## src/anc_pkg.sv

```systemverilog
// Types and constants of the neighbor cache unit.
package anc_pkg;

    typedef enum logic [2:0] {
        ACT_LOOKUP  = 3'd0,
        ACT_ENTER   = 3'd1,
        ACT_RESOLVE = 3'd2,
        ACT_DELETE  = 3'd3,
        ACT_FLUSH   = 3'd4
    } t_action;

    typedef enum logic [2:0] {
        RC_RESOLVED = 3'd0,
        RC_WAITING  = 3'd1,
        RC_ENTERED  = 3'd2,
        RC_IGNORED  = 3'd3,
        RC_DONE     = 3'd4
    } t_rc;

    typedef enum logic [1:0] {
        EST_UNUSED = 2'd0,
        EST_OK     = 2'd1,
        EST_WAIT   = 2'd2
    } t_est;

    localparam logic [31:0] AGE_LIMIT_RST = 32'd900000;
    localparam logic [3:0]  MAC_LEN_ETH   = 4'd6;

    typedef struct packed {
        logic [63:0] ip_high;
        logic [63:0] ip_low;
        logic [47:0] mac;
        logic [1:0]  link_id;
        logic [1:0]  state;
        logic        listed;
        logic [31:0] use_time;
        logic [31:0] confirm_time;
    } t_entry;

    typedef struct packed {
        logic [2:0]  action;
        logic [63:0] ip_high;
        logic [63:0] ip_low;
        logic [1:0]  medium_id;
        logic [47:0] mac_in;
        logic [3:0]  mac_length;
        logic        refresh_only;
        logic [7:0]  entry_select;
        logic [31:0] now_time;
    } t_req;

    typedef struct packed {
        logic [2:0]  result_code;
        logic        found;
        logic [7:0]  entry_index;
        logic [47:0] mac_out;
        logic        aged_out;
    } t_rsp;

    // controller -> datapath
    typedef struct packed {
        logic load;
        logic clear_track;
        logic rd_scan;
        logic rd_sel;
        logic wr_clear;
        logic fin;
    } t_cmd;

    // datapath -> controller
    typedef struct packed {
        logic is_scan;
        logic is_sel;
        logic is_flush;
        logic out_busy;
    } t_stat;

endpackage

```

## src/anc_ctrl.sv

```systemverilog
// Sequencer: clearing pass, scan over all entries, indexed read, write-back.
module anc_ctrl #(
    parameter int ENTRIES = 256
) (
    input  logic                       i_clk,
    input  logic                       i_rst_n,
    input  logic                       i_in_valid,
    output logic                       o_in_ready,
    input  anc_pkg::t_stat             i_stat,
    output anc_pkg::t_cmd              o_cmd,
    output logic [$clog2(ENTRIES)-1:0] o_addr
);
    import anc_pkg::*;

    localparam int AW = $clog2(ENTRIES);
    localparam logic [AW-1:0] LAST_IDX = AW'(ENTRIES - 1);

    typedef enum logic [2:0] {
        S_CLEAR, S_IDLE, S_DISP, S_SCAN, S_LAST, S_RSEL, S_RWAIT, S_FIN
    } t_state;

    t_state          r_state, n_state;
    logic [AW-1:0]   r_cnt, n_cnt;

    always_comb begin
        n_state = r_state;
        n_cnt   = r_cnt;
        o_cmd   = '0;
        case (r_state)
            S_CLEAR: begin
                o_cmd.wr_clear = 1'b1;
                n_cnt = r_cnt + 1'b1;
                if (r_cnt == LAST_IDX) begin
                    n_cnt   = '0;
                    n_state = S_IDLE;
                end
            end
            S_IDLE: begin
                o_cmd.load = i_in_valid;
                if (i_in_valid) begin
                    n_state = S_DISP;
                end
            end
            S_DISP: begin
                o_cmd.clear_track = 1'b1;
                n_cnt = '0;
                if (i_stat.is_scan) begin
                    n_state = S_SCAN;
                end else if (i_stat.is_sel) begin
                    n_state = S_RSEL;
                end else begin
                    n_state = S_FIN;
                end
            end
            S_SCAN: begin
                o_cmd.rd_scan = 1'b1;
                n_cnt = r_cnt + 1'b1;
                if (r_cnt == LAST_IDX) begin
                    n_cnt   = '0;
                    n_state = S_LAST;
                end
            end
            S_LAST:  n_state = S_FIN;
            S_RSEL: begin
                o_cmd.rd_sel = 1'b1;
                n_state = S_RWAIT;
            end
            S_RWAIT: n_state = S_FIN;
            S_FIN: begin
                if (!i_stat.out_busy) begin
                    o_cmd.fin = 1'b1;
                    n_cnt   = '0;
                    n_state = i_stat.is_flush ? S_CLEAR : S_IDLE;
                end
            end
            default: n_state = S_IDLE;
        endcase
    end

    always_ff @(posedge i_clk) begin
        if (!i_rst_n) begin
            r_state <= S_CLEAR;
            r_cnt   <= '0;
        end else begin
            r_state <= n_state;
            r_cnt   <= n_cnt;
        end
    end

    assign o_in_ready = (r_state == S_IDLE);
    assign o_addr     = r_cnt;
endmodule

```

## config.mk

```make
export PLATFORM = sky130hd
export DESIGN_NAME = anc_ctrl
export DESIGN_NICKNAME = d
export VERILOG_FILES = /design/src/anc_pkg.sv /design/src/anc_ctrl.sv
export SDC_FILE = /design/constraint.sdc
export NUM_CORES = 1
export LEC_CHECK = 0
export ABC_AREA = 1
export ABC_CLOCK_PERIOD_IN_PS = 1700
export BUFFER_PORTS_ARGS = -buffer_cell sky130_fd_sc_hd__buf_2
export CELL_PAD_IN_SITES_DETAIL_PLACEMENT = 1
export CELL_PAD_IN_SITES_GLOBAL_PLACEMENT = 1
export CORE_MARGIN = 4
export CORE_UTILIZATION = 34
export CTS_CLUSTER_SIZE = 25
export DETAILED_ROUTE_END_ITERATION = 6
export PLACE_DENSITY_LB_ADDON = 0.08
export SETUP_SLACK_MARGIN = 0.4
export SYNTH_ARGS = -nofsm -noshare
export SYNTH_HDL_FRONTEND = slang
export SYNTH_SLANG_ARGS = --single-unit
```

## constraint.sdc

```tcl
create_clock -name i_clk -period 1.7 [get_ports i_clk]
set_input_delay 0.34 -clock i_clk [delete_from_list [all_inputs] [get_ports i_clk]]
set_output_delay 0.34 -clock i_clk [all_outputs]
set_load 0.05 [all_outputs]
```

Word level (Yosys, flattened, before mapping)
Index checks and enable logic that the tools add are counted.
{"block": "word_totals", "register_bits": 11, "inputBits": 7, "output_inout_bits": 15, "elab_cells": 39}
{"block": "classes", "addsub": 1, "n_eq_ne": 12, "mux": 18, "reduce_logical": 6}
{"cell": "$pmux W8 S3", "count": 1}
{"cell": "$pmux W3 S7", "count": 1}
{"cell": "$mux W8", "count": 2}
{"cell": "$mux W3", "count": 5}
{"cell": "$eq A3 B3 Y1 const B", "count": 4}
{"cell": "$add A8 B1 Y8 const B", "count": 1}
{"cell": "$eq A8 B8 Y1 const B", "count": 1}
{"cell": "$mux W1", "count": 8}
{"cell": "$ne A2 B2 Y1 const B", "count": 4}
{"cell": "$eq A3 B2 Y1 const B", "count": 2}
{"cell": "$reduce_and A4 Y1", "count": 1}
{"cell": "$reduce_or A2 Y1", "count": 2}
{"cell": "$eq A3 B1 Y1 const B", "count": 1}
{"cell": "$logic_not A3 Y1", "count": 1}
{"cell": "$reduce_bool A3 Y1", "count": 1}
{"cell": "$mux W2", "count": 1}
{"cell": "$reduce_and A2 Y1", "count": 1}

Depth between registers and ports, before layout
Gate-level depths: netlist of the first run.
{"block": "logic_depth", "depth_word": 4, "ltp_mapped": 9, "mapped_depth_nobuf": 8}

Least setup slack after synthesis of the first run
No wires, ideal clock.
{"block": "synth_timing", "path_type": "reg2out", "start": "reg r_state[0]", "end": "out o_cmd[4] (netlist name)", "arrival_time_ns": 1.531, "required_time_ns": 1.360, "stages_incl_launch_ff": 3, "path_slack_ns": -0.171, "path_buffers": 1, "path_cell_list": "dfxtp_1 -> buf_6 -> nor3_1"}
{"item": "start, declared", "line": "anc_ctrl.sv:22", "rtl": "t_state r_state, n_state;"}
{"item": "start signal, assigned", "line": "anc_ctrl.sv:85", "rtl": "r_state <= n_state;"}
{"item": "end, declared", "line": "anc_ctrl.sv:10", "rtl": "output anc_pkg::t_cmd o_cmd,"}

==> results of run 1 <==
## synthesized netlist by cell type (all sizes together)
library cell   n  share of area
nand2         36           0.21
inv           17          0.084
nand3         14          0.098
nor2          14          0.095
dfxtp         11           0.29
a21oi          8          0.062
nand4          4          0.033
buf            3          0.039
nor3           3          0.020
o21ai          2          0.018
or2            2          0.016
ha             1          0.016
nand3b         1         0.0098
o21bai         1         0.0098
## cell type report
cell class | count | area [um^2] | share of cell area
inverter | 17 | 76.3 | 0.0566
tap | 27 | 33.8 | 0.0251
clock buffer | 4 | 26.3 | 0.0195
multi-input combinational | 86 | 621 | 0.461
sequential | 11 | 246 | 0.183
timing repair buffer | 40 | 344 | 0.255
## per-layer routing
layer	vias to the layer above	wire length, um	GRT usage	share of wire
met5	-	0	0	0
met4	0	185	0.104	0.056
met3	18	179	0.0373	0.055
met2	34	1680	0.382	0.51
met1	440	1230	0.220	0.38
li1	454	-	-	-
## sequential cells by signal, indices dropped and copies added, names as in the netlist
signal,count
o_addr,8
r_state,3
## cell families (layout without fill, tap and decap cells)
| family | count (synthesis) | count (layout) | synth area share |
|---|---|---|---|
| and+or+nand+nor | 74 | 74 | 0.482 |
| buffers and inverters | 20 | 61 | 0.123 |
| AOI/OAI and AO/OA | 11 | 11 | 0.0902 |
| DFF | 11 | 11 | 0.289 |
| adders and majority gates | 1 | 1 | 0.0164 |
## what timing repair did
action	in CTS	in global routing
resized for setup	48	32
hold buffers	0	0
pin swaps	18	18
gates cloned	0	0
setup endpoints to repair	18	21
setup buffers	15	4
## where the power goes
part / total, W / internal, W / switching (W)
Combinational: 0.00140 / 0.000560 / 0.000842
Clock: 0.000183 / 0.0000910 / 0.0000922
Sequential: 0.000438 / 0.000330 / 0.000108
Total: 0.00202 / 0.000982 / 0.00104
## worst reg2reg max path, delay by kind of cell, from the launching register on
kind	cells	cell delay [ns]
AND/OR/NAND/NOR	6	0.60
flip-flops	1	0.42
buffers and inverters	4	0.38
## stage by stage
step / cells / total power (W) / instance area [um^2] / setup WS [ns]
floorplan: 117 / 0.00110 / 825 / 0.349
global placement: 162 / 0.00122 / 933 / 0.157
detailed placement: 162 / 0.00124 / 933 / 0.122
CTS: 181 / 0.00179 / 1220 / 0.233
global route: 185 / 0.00214 / 1350 / 0.133
finish: 185 / 0.00202 / 1350 / 0.201
## path summary, 6_finish.rpt
check        startpoint          to  slack (ns)  cells past startpoint
min reg2reg   o_addr[6]   o_addr[6]        0.48                      2
max          r_state[0]    o_cmd[0]        0.20                      4
max reg2reg  r_state[0]   o_addr[5]        0.21                     10
min             i_rst_n  r_state[1]        0.35                      3
==> out/metrics.cfg, run 1 <==
[global_routing]
grt_pass1_wl_um=5050
grt_pass1_vias=1032
antenna_found_initial=0
grt_max_degree=8
overflow=0
track_usage=0.206

[floorplanning]
die_height_um=55.4
die_w_um=55.4
start_util=0.374
num_rows=16
core_mm2=0.00204
ios=22
die-area_mm2=0.00307

[cells_and_area]
mostFrequentLayoutCells=nand2_1, nand2_2, buf_4
antenna_cells=0
drive_above_1_share=0.677
synthToLayoutAreaGrowth_pct=76.6
final_common_cell=nand2_1
final_util=0.660
finalNetCount=167
nFillCells=244

[routing]
antenna_left=0
routedWlPerCell_um=17.7
drt-initial-drc-count=17
viasPerCell=5.11
vias=946
wl_um=3280
drc_errors=0
first_pass_iters=4

[clock_tree]
clock-sinks=11
clk_pin_slew_ns=0.07
cts-root-buf=clkbuf_4
clockBufferDepth=2
cts_tree=built
cts_buffers=3
clk_latency_ns=0.27
cts.htree.levels=1

[synth]
synth_nets=125
syn_avg_cell_area_um2=6.52
syn_area_um2=763
synth_cell_types=24
ys_seq_area_frac=0.289
synth_cells=117
yosysWarningCount=0
ys_seq_elements=11

[sta]
setup_violations=0
relSlewSlack=0.808
slew_viol_final=0
post-route-min-period_ns=1.50
fin_worst_skew_ns=0.00253
worstMarginPinSlew_ns=0.288
max_freq_ghz=0.667
whs_ns=0.355
fin_crit_sh=0.882
hold_violations=0
grt_setup_unrepaired=yes
fin_setup_tns_ns=0

[placement]
dpl.hpwl_um=1630
port_buffers=21
gp_congestion=0.749

[critical_path]
slowest_stage=dfxtp_4
crit_chain=buf_6, nand3_4, nor2_4, buf_8
path_max_fanout=6
start_kind=flip-flop
cp_data_arrival_time_ns=1.16
worst_setup_path_end_kind=output pin
worstSetupPathType=reg -> out
cp.required_ns=1.36
critical-path-top-delay-family=flip-flops
cpPeakStageDelay_ns=0.42
worst-path-buf-inv=2

[outcome]
status=completed

[min_path]
holdCritPathClass=in -> reg

[pwr]
leakage_nw=0.597
ir_drop_mv=1.17
p_per_area_mw_per_mm2=1500

[run]
drv_cap=0

(Power assumes the default switching activity.)
==> run 2, diff against run 1 <==
- SETUP_SLACK_MARGIN: 0.4 -> unset
==> run 2 against run 1 <==
Maximum frequency is 3.7% lower. Clock power about the same. Critical path type unchanged. Final cell count down 9.7%. Routed wire length down 42%. Highest routed layer unchanged. Sequential share of layout area grew 6.2 points. Sequential power is 8.2% lower. Critical path depth is the same. Combinational power fell by 44%. Count of clock-buffer cells in the layout shrank 1. Hold slack got worse by 0.019 ns.
==> out/metrics.cfg, run 2 (synthesis results as in run 1) <==
[clock_tree]
clk_latency_ns=0.27  ; about the same
cts.htree.levels=1  ; unchanged
clk_pin_slew_ns=0.08  ; about the same
clock-sinks=11  ; unchanged
cts_buffers=3  ; unchanged
cts_tree=built
cts-root-buf=clkbuf_4
clockBufferDepth=2  ; unchanged

[critical_path]
start_kind=flip-flop
worst_setup_path_end_kind=output pin
cp.required_ns=1.36  ; about the same
cpPeakStageDelay_ns=0.40  ; -0.02 ns
r2r_slack_ns=0.29  ; +0.08 ns
worstSetupPathType=reg -> out
slowest_stage=dfxtp_4
timing.rr.start=o_addr[0]
rr_worst_depth=8  ; -2
crit_chain=nor2_1, nand2_1, inv_1, clkbuf_4
path_max_fanout=11  ; +5
worst_r2r_endpoint=o_addr[5]
cp_data_arrival_time_ns=1.22  ; +0.06 ns

[routing]
antenna_left=0  ; unchanged
drt-initial-drc-count=8  ; -9
routedWlPerCell_um=11.5  ; -35%
drc_errors=0  ; unchanged
first_pass_iters=4  ; unchanged
wl_um=1920  ; -42%
viasPerCell=4.89  ; -4.3%
vias=817  ; -14%

[sta]
setup_violations=0  ; unchanged
hold_violations=0  ; unchanged
fin_crit_sh=0.916  ; +0.0343
worstMarginPinSlew_ns=0.258  ; -0.0294 ns
post-route-min-period_ns=1.56  ; +0.0583 ns
grt_setup_unrepaired=no
slew_viol_final=0  ; unchanged
fin_worst_skew_ns=0.00530  ; +0.00277 ns
fin_setup_tns_ns=0  ; unchanged
max_freq_ghz=0.642  ; -3.7%
relSlewSlack=0.829  ; +0.0210

[global_routing]
track_usage=0.137  ; -0.0695
grt_pass1_wl_um=3490  ; -31%
overflow=0  ; unchanged
grt_max_degree=12  ; +4
grt_pass1_vias=801  ; -22%
antenna_found_initial=0  ; unchanged

[floorplanning]
core_mm2=0.00204  ; unchanged
ios=22  ; unchanged
die-area_mm2=0.00307  ; unchanged
num_rows=16  ; unchanged
die_height_um=55.4  ; unchanged
die_w_um=55.4  ; unchanged
start_util=0.374  ; unchanged

[pwr]
ir_drop_mv=0.900  ; -23%
p_per_area_mw_per_mm2=1480  ; -1.6%
leakage_nw=0.466  ; -22%

[cells_and_area]
seq_area_um2=226  ; -8.1%
drive_above_1_share=0.371  ; -0.306
largest_reg_flops=8  ; unchanged
final_util=0.452  ; -0.208
multi_input_area_um2=454  ; -27%
antenna_cells=0  ; unchanged
mostFrequentLayoutCells=nand2_1, buf_2, inv_1
final_common_cell=nand2_1
synthToLayoutAreaGrowth_pct=21.0
fin_cells=167  ; -9.7%
nFillCells=295  ; +21%
finalNetCount=149  ; -11%

[min_path]
min_to=r_state[1]
hold_path_depth=3  ; unchanged
min_from=i_rst_n
holdCritPathClass=in -> reg

[placement]
dp.cells=163  ; +0.62%
port_buffers=21  ; unchanged
gp_congestion=0.820  ; +9.5%
dpl.hpwl_um=1630  ; -0.46%

[run]
drv_cap=0  ; unchanged

[outcome]
status=completed

[run 2: changes by cell type in the layout (fill, tap and decap cells not counted), moves of 7 or more]
| cell | previous run | this run |
|---|---|---|
| buf_2 | 11 | 19 |
| buf_4 | 12 | 1 |
| buf_6 | 11 | 0 |
| dfxtp_1 | 0 | 8 |
| nand2_1 | 18 | 28 |
| nand2_2 | 15 | 7 |
| nor2_4 | 8 | 1 |
[run 2: power by group]
part,switching (W),total [W],internal (W)
logic,0.000559,0.000781,0.000222
registers,0.0000891,0.000402,0.000313
clock network,0.0000942,0.000181,0.0000870
total,0.000742,0.00136,0.000622
[run 2: how the worst max path moves through the flow]
stage,end,slack [ns],depth (start not counted),startpoint
final,o_cmd[1],0.14,4,r_state[0]
after CTS,o_cmd[5],0.04,4,r_state[2]
after global routing,o_cmd[5],0.02,4,r_state[2]
after global placement,o_cmd[5],0.25,3,r_state[0]
after detailed placement,o_cmd[5],0.21,3,r_state[0]
after floorplan,o_addr[3],0.08,8,o_addr[0]
[run 2: worst max-delay path, delay by kind of cell (launching register included)]
kind | cells | cell delay, ns
flip-flops | 1 | 0.40
buffers and inverters | 2 | 0.32
AND/OR/NAND/NOR | 2 | 0.23
[run 2: layout make-up]
type	count	share of cell area
Clock buffer	3	0.0244
Clock inverter	1	0.00542
Inverter	17	0.0691
Multi-Input combinational cell	86	0.492
Sequential cell	11	0.245
Tap cell	27	0.0366
Timing Repair Buffer	22	0.127
[run 2: through the flow]
| stage | total power (W) | instance area [um^2] | hold slack (ns) | setup slack, ns |
|---|---|---|---|---|
| after floorplan | 0.00104 | 768 | 0.461 | 0.0813 |
| after global placement | 0.00117 | 885 | 0.481 | 0.254 |
| after detailed placement | 0.00118 | 885 | 0.493 | 0.214 |
| after CTS | 0.00137 | 913 | 0.345 | 0.0403 |
| after global routing | 0.00149 | 923 | 0.367 | 0.0232 |
| final | 0.00136 | 923 | 0.336 | 0.143 |
[run 2: timing repair]
item | CTS | global route
hold buffers | 0 | 0
buffers inserted | 0 | 0
setup endpoints to repair | 6 | 6
endpoints found under the hold margin | 0 | 0
gates resized for setup | 1 | 5
pin swaps | 0 | 0
[run 2: layer usage]
metal	vias to the layer above	share of wire	track usage
met4	0	0.013	0.0417
li1	420	-	-
met1	373	0.47	0.170
met5	-	0	0
met3	4	0.053	0.0326
met2	20	0.46	0.231
==> run 3, diff against run 2 <==
==> constraint.sdc (replaced) <==
create_clock -name i_clk -period 1.7 [get_ports i_clk]
set_input_delay 0.17 -clock i_clk [delete_from_list [all_inputs] [get_ports i_clk]]
set_output_delay 0.17 -clock i_clk [all_outputs]
set_load 0.05 [all_outputs]
==> run 3 against run 2 <==
First-iteration DRC count decreased by 25%. Highest routed layer unchanged. Sequential cell count unchanged. Worst setup slack improved by 0.072 ns. Count of clock-buffer cells in the layout increased by 1. Hold slack got worse by 0.16 ns. Largest cell class unchanged. Largest power group unchanged.
==> out/metrics.cfg, run 3 (synthesis results as in run 1) <==
[outcome]
status=completed

[cells_and_area]
largest_reg_flops=8  ; unchanged
nFillCells=290  ; -1.7%
synthToLayoutAreaGrowth_pct=18.5
final_common_cell=nand2_1
finalNetCount=148  ; -0.67%
antenna_cells=0  ; unchanged
fin_cells=166  ; -0.60%
final_util=0.443  ; -0.00919
mostFrequentLayoutCells=nand2_1, buf_2, inv_1
drive_above_1_share=0.345  ; -0.0261

[min_path]
holdCritPathClass=in -> reg
min_from=i_rst_n
min_to=r_state[1]
hold_path_depth=3  ; unchanged

[critical_path]
worst_setup_path_end_kind=output pin
cp_data_arrival_time_ns=1.32  ; +0.10 ns
r2r_slack_ns=0.34  ; +0.05 ns
rr_worst_depth=8  ; unchanged
worst_r2r_endpoint=o_addr[5]
timing.rr.start=o_addr[0]
start_kind=flip-flop
path_max_fanout=8  ; -3
cp.required_ns=1.53  ; +0.17 ns
worstSetupPathType=reg -> out

[floorplanning]
die_w_um=55.4  ; unchanged
die_height_um=55.4  ; unchanged
die-area_mm2=0.00307  ; unchanged
start_util=0.374  ; unchanged
ios=22  ; unchanged
num_rows=16  ; unchanged
core_mm2=0.00204  ; unchanged

[pwr]
ir_drop_mv=0.931  ; +3.5%
p_total_w=0.00136  ; -0.42%
leakage_nw=0.456  ; -2.2%
p_per_area_mw_per_mm2=1500  ; +1.6%

[run]
drv_cap=0  ; unchanged

[routing]
dr_wl_met2_um=1020  ; +16%
vias=827  ; +1.2%
first_pass_iters=4  ; unchanged
drc_errors=0  ; unchanged
routedWlPerCell_um=12.2  ; +6.2%
drt-initial-drc-count=6  ; -2
viasPerCell=4.98  ; +1.8%
wl_met3_um=102  ; unchanged
top_layer=met4
met1Wirelength_um=876  ; -3.5%
antenna_left=0  ; unchanged
wl_um=2020  ; +5.5%

[global_routing]
grt_pass1_vias=847  ; +5.7%
grt_max_degree=12  ; unchanged
overflow=0  ; unchanged
grt_pass1_wl_um=3640  ; +4.2%
antenna_found_initial=0  ; unchanged
track_usage=0.143  ; +0.00631

[clock_tree]
cts_tree=built
clk_latency_ns=0.27  ; about the same
cts.htree.levels=1  ; unchanged
clockBufferDepth=2  ; unchanged
cts_buffers=3  ; unchanged
cts-root-buf=clkbuf_4
cts-hold-fix-buffers=0  ; unchanged
clock-sinks=11  ; unchanged
clk_pin_slew_ns=0.08  ; about the same

[sta]
relSlewSlack=0.774  ; -0.0546
hold_violations=0  ; unchanged
post-route-min-period_ns=1.49  ; -0.0716 ns
fin_worst_skew_ns=0.00162  ; -0.00369 ns
whs_ns=0.175  ; -0.161 ns
setup_violations=0  ; unchanged
grt_setup_unrepaired=no
worstMarginPinSlew_ns=0.338  ; +0.0796 ns
fin_setup_tns_ns=0  ; unchanged
slew_viol_final=0  ; unchanged
max_freq_ghz=0.673  ; +4.8%
fin_crit_sh=0.874  ; -0.0421

[placement]
dp.cells=162  ; -0.61%
gp_congestion=0.786  ; -4.1%
port_buffers=21  ; unchanged
dpl.hpwl_um=1680  ; +3.4%

-- run 3: cell types whose count changed in the layout (fill, tap and decap cells not counted), sizes merged --
| cell | delta |
|---|---|
| buf | +1 |
| clkbuf | -1 |
| clkinv | -1 |
-- run 3: layout make-up --
| class | instances | area (um^2) | share of cell area |
|---|---|---|---|
| clock buffer | 4 | 26.3 | 0.0290 |
| inverter | 17 | 63.8 | 0.0705 |
| multi-input combinational | 86 | 454 | 0.502 |
| sequential | 11 | 221 | 0.245 |
| tap | 27 | 33.8 | 0.0373 |
| timing repair buffer | 21 | 105 | 0.116 |
-- run 3: how the worst max path moves through the flow --
stage / start / end / cells past startpoint
CTS: r_state[0] / o_cmd[5] / 3
global route: r_state[2] / o_cmd[5] / 4
detailed placement: r_state[0] / r_state[1] / 5
floorplan: o_addr[0] / o_addr[3] / 8
finish: r_state[2] / o_cmd[5] / 4
global placement: r_state[0] / o_addr[0] / 4
-- run 3: routing by layer --
layer / up-vias / global-route usage
li1: 415 / -
met1: 387 / 0.156
met2: 21 / 0.270
met3: 4 / 0.0326
met4: 0 / 0.0417
met5: - / 0
-- run 3: where the power goes --
group          switching (W)  internal (W)  leakage (nW)
sequential         0.0000885      0.000307        0.0898
combinational       0.000563      0.000213         0.351
clock              0.0000967     0.0000908        0.0150
total               0.000748      0.000610         0.456
-- run 3: worst max-delay path: stages, from the launching register on --
cell,delay (ns)
dfxtp_1,0.41
inv_2,0.13
nand3_1,0.12
nor2_1,0.11
buf_2,0.27
-- run 3: per-stage QoR --
| step | setup WS, ns | cell area, um^2 |
|---|---|---|
| after floorplan | 0.0813 | 768 |
| after CTS | 0.0524 | 903 |
| after global routing | 0.0953 | 905 |
| final | 0.215 | 905 |
| after global placement | 0.322 | 877 |
| after detailed placement | 0.278 | 877 |
-- run 3: what timing repair did --
item,4_1_cts,5_1_grt
setup endpoints to repair,0,2
setup buffers,0,0
resized for setup,0,1
hold endpoints to repair,0,0
